==> src/hw/rtl/dgb_pkg.sv <==
// Shared constants and types for the depth-of-field row gather blur.
package dgb_pkg;

   localparam int MaxRadius  = 16;
   localparam int WinDepth   = 2 * MaxRadius + 1;
   localparam int IdxBits    = 6;
   localparam int PosBits    = 12;
   localparam int LineLast   = 4095;
   localparam int ColorMax   = 65535;
   localparam int OneQ16     = 65536;
   localparam int RadHalf    = 8;
   localparam int DivNumBits = 38;
   localparam int DivDenBits = 22;
   localparam int DivCntBits = 6;
   localparam int TSteps     = 25;
   localparam int FinSteps   = 38;

   // Configuration register indexes
   localparam logic [1:0] CsrWindowRadius = 2'd0;
   localparam logic [1:0] CsrOpaqueMode   = 2'd1;
   localparam logic [1:0] CsrEmitStart    = 2'd2;
   localparam logic [1:0] CsrEmitEnd      = 2'd3;

   typedef struct packed {
      logic                    start;
      logic [DivNumBits-1:0]   num;
      logic [DivDenBits-1:0]   den;
      logic [DivCntBits-1:0]   steps;
   } div_req_type;

   typedef struct packed {
      logic                    done;
      logic [DivNumBits-1:0]   quot;
   } div_rsp_type;

endpackage

==> src/hw/rtl/dgb_div.sv <==
// Restoring divider, one quotient bit per cycle, numerator aligned to the top.
module dgb_div (
   input  logic                 clock,
   input  logic                 reset,
   input  dgb_pkg::div_req_type req,
   output dgb_pkg::div_rsp_type rsp
);

   logic [dgb_pkg::DivNumBits-1:0] num_ff;
   logic [dgb_pkg::DivNumBits-1:0] quo_ff;
   logic [dgb_pkg::DivDenBits-1:0] rem_ff;
   logic [dgb_pkg::DivDenBits-1:0] den_ff;
   logic [dgb_pkg::DivCntBits-1:0] cnt_ff;
   logic                           busy_ff;
   logic                           done_ff;

   logic [dgb_pkg::DivDenBits:0]   trial;
   logic [dgb_pkg::DivDenBits:0]   diff;
   logic                           ge;

   // Shift in the next numerator bit and try the subtract
   always_comb begin
      trial = {rem_ff, num_ff[dgb_pkg::DivNumBits-1]};
      ge    = trial >= {1'b0, den_ff};
      diff  = trial - {1'b0, den_ff};
   end

   // Track the busy window and flag completion
   always_ff @(posedge clock) begin
      if (reset) begin
         busy_ff <= 1'b0;
         done_ff <= 1'b0;
         cnt_ff  <= '0;
      end else begin
         done_ff <= 1'b0;
         if (req.start) begin
            busy_ff <= 1'b1;
            cnt_ff  <= req.steps;
         end else if (busy_ff) begin
            cnt_ff <= cnt_ff - 1'b1;
            if (cnt_ff == dgb_pkg::DivCntBits'(1)) begin
               busy_ff <= 1'b0;
               done_ff <= 1'b1;
            end
         end
      end
   end

   // Advance the partial remainder and quotient
   always_ff @(posedge clock) begin
      if (req.start) begin
         num_ff <= req.num;
         den_ff <= req.den;
         rem_ff <= '0;
         quo_ff <= '0;
      end else if (busy_ff) begin
         num_ff <= {num_ff[dgb_pkg::DivNumBits-2:0], 1'b0};
         rem_ff <= ge ? diff[dgb_pkg::DivDenBits-1:0] : trial[dgb_pkg::DivDenBits-1:0];
         quo_ff <= {quo_ff[dgb_pkg::DivNumBits-2:0], ge};
      end
   end

   assign rsp.done = done_ff;
   assign rsp.quot = quo_ff;

endmodule

==> config.mk <==
export PLATFORM = sky130hd
export DESIGN_NAME = dgb_div
export DESIGN_NICKNAME = d
export VERILOG_FILES = /design/src/hw/rtl/dgb_pkg.sv /design/src/hw/rtl/dgb_div.sv
export SDC_FILE = /design/constraint.sdc
export NUM_CORES = 1
export LEC_CHECK = 0
export ABC_CLOCK_PERIOD_IN_PS = 3350
export BUFFER_PORTS_ARGS = -buffer_cell sky130_fd_sc_hd__buf_2
export CAP_MARGIN = 20
export CELL_PAD_IN_SITES_DETAIL_PLACEMENT = 1
export CELL_PAD_IN_SITES_GLOBAL_PLACEMENT = 2
export CORE_MARGIN = 2
export CORE_UTILIZATION = 30
export DETAILED_ROUTE_END_ITERATION = 12
export PLACE_DENSITY = 0.68
export SYNTH_ARGS = -nofsm -noshare
export SYNTH_HDL_FRONTEND = slang
export SYNTH_SLANG_ARGS = --single-unit
==> constraint.sdc <==
create_clock -name clock -period 3.35 [get_ports clock]
set_input_delay 0.335 -clock clock [delete_from_list [all_inputs] [get_ports clock]]
set_output_delay 0.335 -clock clock [all_outputs]
set_load 0.1 [all_outputs]
## After elaboration in Yosys (flattened, before gate mapping)

Cells that the tools add are included.
Widths: inputs -> output; s select.

| storage, ports and cells | value |
|---|---|
| bits in registers | 128 |
| output and inout port bits | 39 |
| logic and storage cells | 23 |

| operators by class | value |
|---|---|
| add/subtract/negate cells | 2 |
| $lt $le $gt $ge | 1 |
| equality and inequality tests | 1 |
| multiplexer cells | 9 |
| bitwise logic cells | 1 |
| reduce and logical (&&, ||, !) cells | 2 |

Operators by type and width:

| kind | count |
|---|---|
| $mux 38 | 2 |
| $ge 23x22->1 | 1 |
| $mux 22 | 1 |
| $sub 22x22->22 | 1 |
| $mux 6 | 2 |
| $eq 6x1->1 const B | 1 |
| $sub 6x1->6 const B | 1 |
| $mux 1 | 4 |
| $reduce_or 3->1 | 1 |
| $reduce_bool 2->1 | 1 |
| $not 1->1 | 1 |

## Logic depth before layout (Yosys ltp)

| logic depth | value |
|---|---|
| depth in word-level cells | 4 |
| mapped depth | 12 |
| gate-level depth less buffers | 11 |

## Worst setup path after synthesis

OpenSTA, ideal clock, no wires.

| timing | value |
|---|---|
| path type | reg2reg |
| start | reg num_ff[37] (netlist bit) |
| end | reg rem_ff[18] (netlist bit) |
| setup time | 0.134 ns |
| arrival time | 2.328 ns |
| setup slack | 0.888 ns |
| stages on the path, launching flop included | 12 |
| buffers on the path | 0 |
| period minus slack after synthesis | 2.462 ns |
| cell sequence | edfxtp_1 -> inv_1 -> ha_1 -> inv_1 -> fa_1 -> a21o_1 -> a221o_1 -> a32oi_1 -> a311oi_1 -> o22ai_1 -> xor2_1 -> o221ai_1 |

| on the way | value |
|---|---|
| longest elaborated chain between the ends | 2 |
| elaborated cells between the ends (all ways) | 3 |

Ends and longest elaborated chain:

| item | RTL line | source |
|---|---|---|
| start: declaration | dgb_div.sv:9 | `logic [dgb_pkg::DivNumBits-1:0] num_ff;` |
| start signal: assignment | dgb_div.sv:52 | `num_ff <= req.num;` |
| start signal: assignment | dgb_div.sv:57 | `num_ff <= {num_ff[dgb_pkg::DivNumBits-2:0], 1'b0};` |
| $sub 22x22->22 or $ge 23x22->1 (tied branches) | dgb_div.sv:25, dgb_div.sv:24 |  |
| $mux 22 * | dgb_div.sv:58 | `rem_ff <= ge ? diff[dgb_pkg::DivDenBits-1:0] : trial[dgb_pkg::DivDenBits-1:0];` |
| end signal: assignment | dgb_div.sv:58 |  |
| end: declaration | dgb_div.sv:11 | `logic [dgb_pkg::DivDenBits-1:0] rem_ff;` |

Every way passes the cells marked *; elsewhere a longest branch is shown, timed or not.
A chain may end at the register's enable or synchronous reset.

## Final worst setup path

Same ends and word-level chain as after synthesis.

==> flow_summary.toml <==
[cts]
clock-sinks = 128
cts_buffers = 17
postCtsSetupBuffers = 0
root_buffer = "clkbuf_16"
cts_hold_buf = 0
clk_latency_ns = 0.43
clockBufferDepth = 2
cts_tree = "built"
cts_resized = 0
htree_levels = 4
clk_pin_slew_ns = 0.07

[global_route]
antenna_found_initial = 2
grt_pass1_wl_um = 25500
gr-total-overflow = 0
globalRouteTotalUtil_pct = 14.7
grt_max_degree = 81
grt_pass1_vias = 4885

[hold_path]
hold_class = "primary input to flop"

[floorplan]
core_region_area_um2 = 20400
dieHeight_um = 148
die_width_um = 148
fp-row-count = 52
fp.dieArea_um2 = 22000
start_util_pct = 30.7
ios = 108

[cells_and_area]
layout_commonest_cell = "buf_2"
nets = 775
postLayoutCoreUtil_pct = 37.3
fin_cells = 964
n_antenna_cell = 0
drive_above_1_share_pct = 28.1
mostFrequentLayoutCells = "buf_2, nor2_1, dfxtp_1, edfxtp_1"
area_delta_synth_final_pct = 21.3

[synth]
syn_nets = 679
synthArstFlopShare_pct = 0
synth_simple_gate_area_share_pct = 11.5
synth_edf_count = 60
yosysTopAreaCell = "edfxtp_1"
synth_top_area_share_pct = 28.8
synth-seq-cells = 128
netlist_area_um2 = 6260
synthFlopType = "dfxtp_1"
synth_fa_ha_area_share_pct = 5.12
synth_cell_types = 61
synthCells = 585
avgSynthCellArea_um2 = 10.7
synthXorXnorAreaFrac_pct = 3.08
synth_top_family_by_area = "multiplexers"
synth_area_leaders = "edfxtp_1, dfxtp_1, mux2_2"
yosysWarnings = 0
synth-compound-area-share_pct = 12.3
ys_seq_area_share_pct = 50.5
synth_mux_area_share_pct = 12.6

[sta]
fin_crit_sh_pct = 86.6
fmax_ghz = 0.345
drv_slew = 0
relSlewSlack_pct = 54.0
finalSetupViolCount = 0
hold_violations = 0
layout_min_cycle_time_ns = 2.90
worst_clock_skew_ns = 0.0110
fin_setup_tns_ns = 0
rsz0062_at_grt = "no"
layout_setup_ws_ns = 0.449
tightest_slew_ns = 0.690

[setup_path]
arrival_ns = 3.20
path_max_fanout = 5
cp_data_required_time_ns = 3.65
critPathKind = "flop to flop"
end_kind = "flop"
critPathMaxStageDelay_ns = 0.40
path_cells = "inv_1 > ha_1 > inv_1 > fa_1 > a21o_1 > a221o_1 > a32oi_1 > a311oi_1 > o22ai_1 > xor2_1 > o221ai_1"
crit_top_cell = "inv_1"
cp-start-kind = "flop"
crit_slowest_cell = "fa_1"

[routing]
routed_wl_um = 15300
vias = 4631
drtAntennaViolNets = 0
dr.pass1.iters = 4
vias_per_cell = 4.80
drcViolationCount = 0
drtIter0Drc = 180
drt-wirelength-per-cell_um = 15.9

[pwr]
cellLeakagePower_nw = 3.22
power_density_nw_per_um2 = 549
irDropWorstVdd_v = 0.000328

[place]
dp_hpwl_um = 10600
place_congestion = 0.767
place_ws_ns = 0.502
dp.cells = 932
io_buffers = 107

[run_status]
status = "completed"

[flow_run]
drv_cap = 0
## cells in the mapped netlist, types with 2 or more instances
library cell	instances
nor2_1	76
dfxtp_1	68
edfxtp_1	60
mux2_2	37
mux2i_1	37
inv_1	33
a21oi_1	25
nand2_1	25
ha_1	24
nand3_1	23
a311oi_1	16
clkbuf_1	16
a21o_1	14
xor2_1	14
o21ai_0	11
nor3_1	10
o21ai_1	9
xnor2_1	8
buf_2	7
and3_1	6
buf_1	5
buf_4	5
nand4_1	4
o211ai_1	4
o221ai_1	3
a211oi_1	2
a31oi_1	2
and2_1	2
buf_6	2
clkbuf_2	2
nand2b_1	2
nor2b_1	2
o22ai_1	2
or3_1	2
## critical path: cells and delay by family (launching register included)
family                     cells  cell delay, ns
adders and majority gates      2            0.55
buffers and inverters          2            0.12
xor gates and xnor gates       1            0.19
DFF                            1            0.39
AOI/OAI and AO/OA              6            1.50
## report_power, final
group          switching, mW  total (mW)  leakage [nW]  internal (mW)
clock network          0.800        1.84         0.273           1.04
registers             0.0461        1.79          1.15           1.75
logic                  0.297       0.534          1.79          0.238
## cell type report
type | instances | area, um^2
timing repair buffer | 114 | 603
inverter | 33 | 124
tap | 270 | 338
multi-input combinational | 387 | 2790
clock inverter | 15 | 145
fill | 2278 | 12800
clock buffer | 17 | 425
sequential | 128 | 3170
## final timing paths
| kind | start | end | slack [ns] | depth (start not counted) |
|---|---|---|---|---|
| hold reg to reg | quo_ff[0] | quo_ff[0] | 0.48 | 2 |
| setup / recovery | num_ff[37] | rem_ff[18] | 0.45 | 11 |
| setup reg to reg | num_ff[37] | rem_ff[18] | 0.45 | 11 |
| hold / removal | req[14] | den_ff[8] | 0.08 | 1 |
## flip-flops by register name, indices dropped and copies added, names as in the netlist
register and flops:
den_ff 22, busy_ff 1, num_ff 38, done_ff 1, cnt_ff 6, rem_ff 22, quo_ff 38
## layer usage
| metal | GRT usage (%) | part of all wire, % |
|---|---|---|
| met1 | 18.0 | 46 |
| met2 | 23.7 | 47 |
| met3 | 5.64 | 6.0 |
| met4 | 4.86 | 1.4 |
| met5 | 0 | 0 |
## cells by family after synthesis
kind of cell    after synthesis
flops                       128
simple gates                158
mux                          74
xor+xnor                     22
fa+ha+maj                    25
compound gates              108
buf+inv                      70
## through the flow
step	power (mW)	hold WS, ns	cell area (um^2)
final	4.17	0.0763	7590
after floorplan	2.22	0.434	6260
after CTS	4.24	0.0583	7590
after global placement	2.35	0.455	7020
after detailed placement	2.37	0.476	7020
after global routing	4.37	0.0580	7590
No activity file was read; power rests on OpenSTA's default activity.
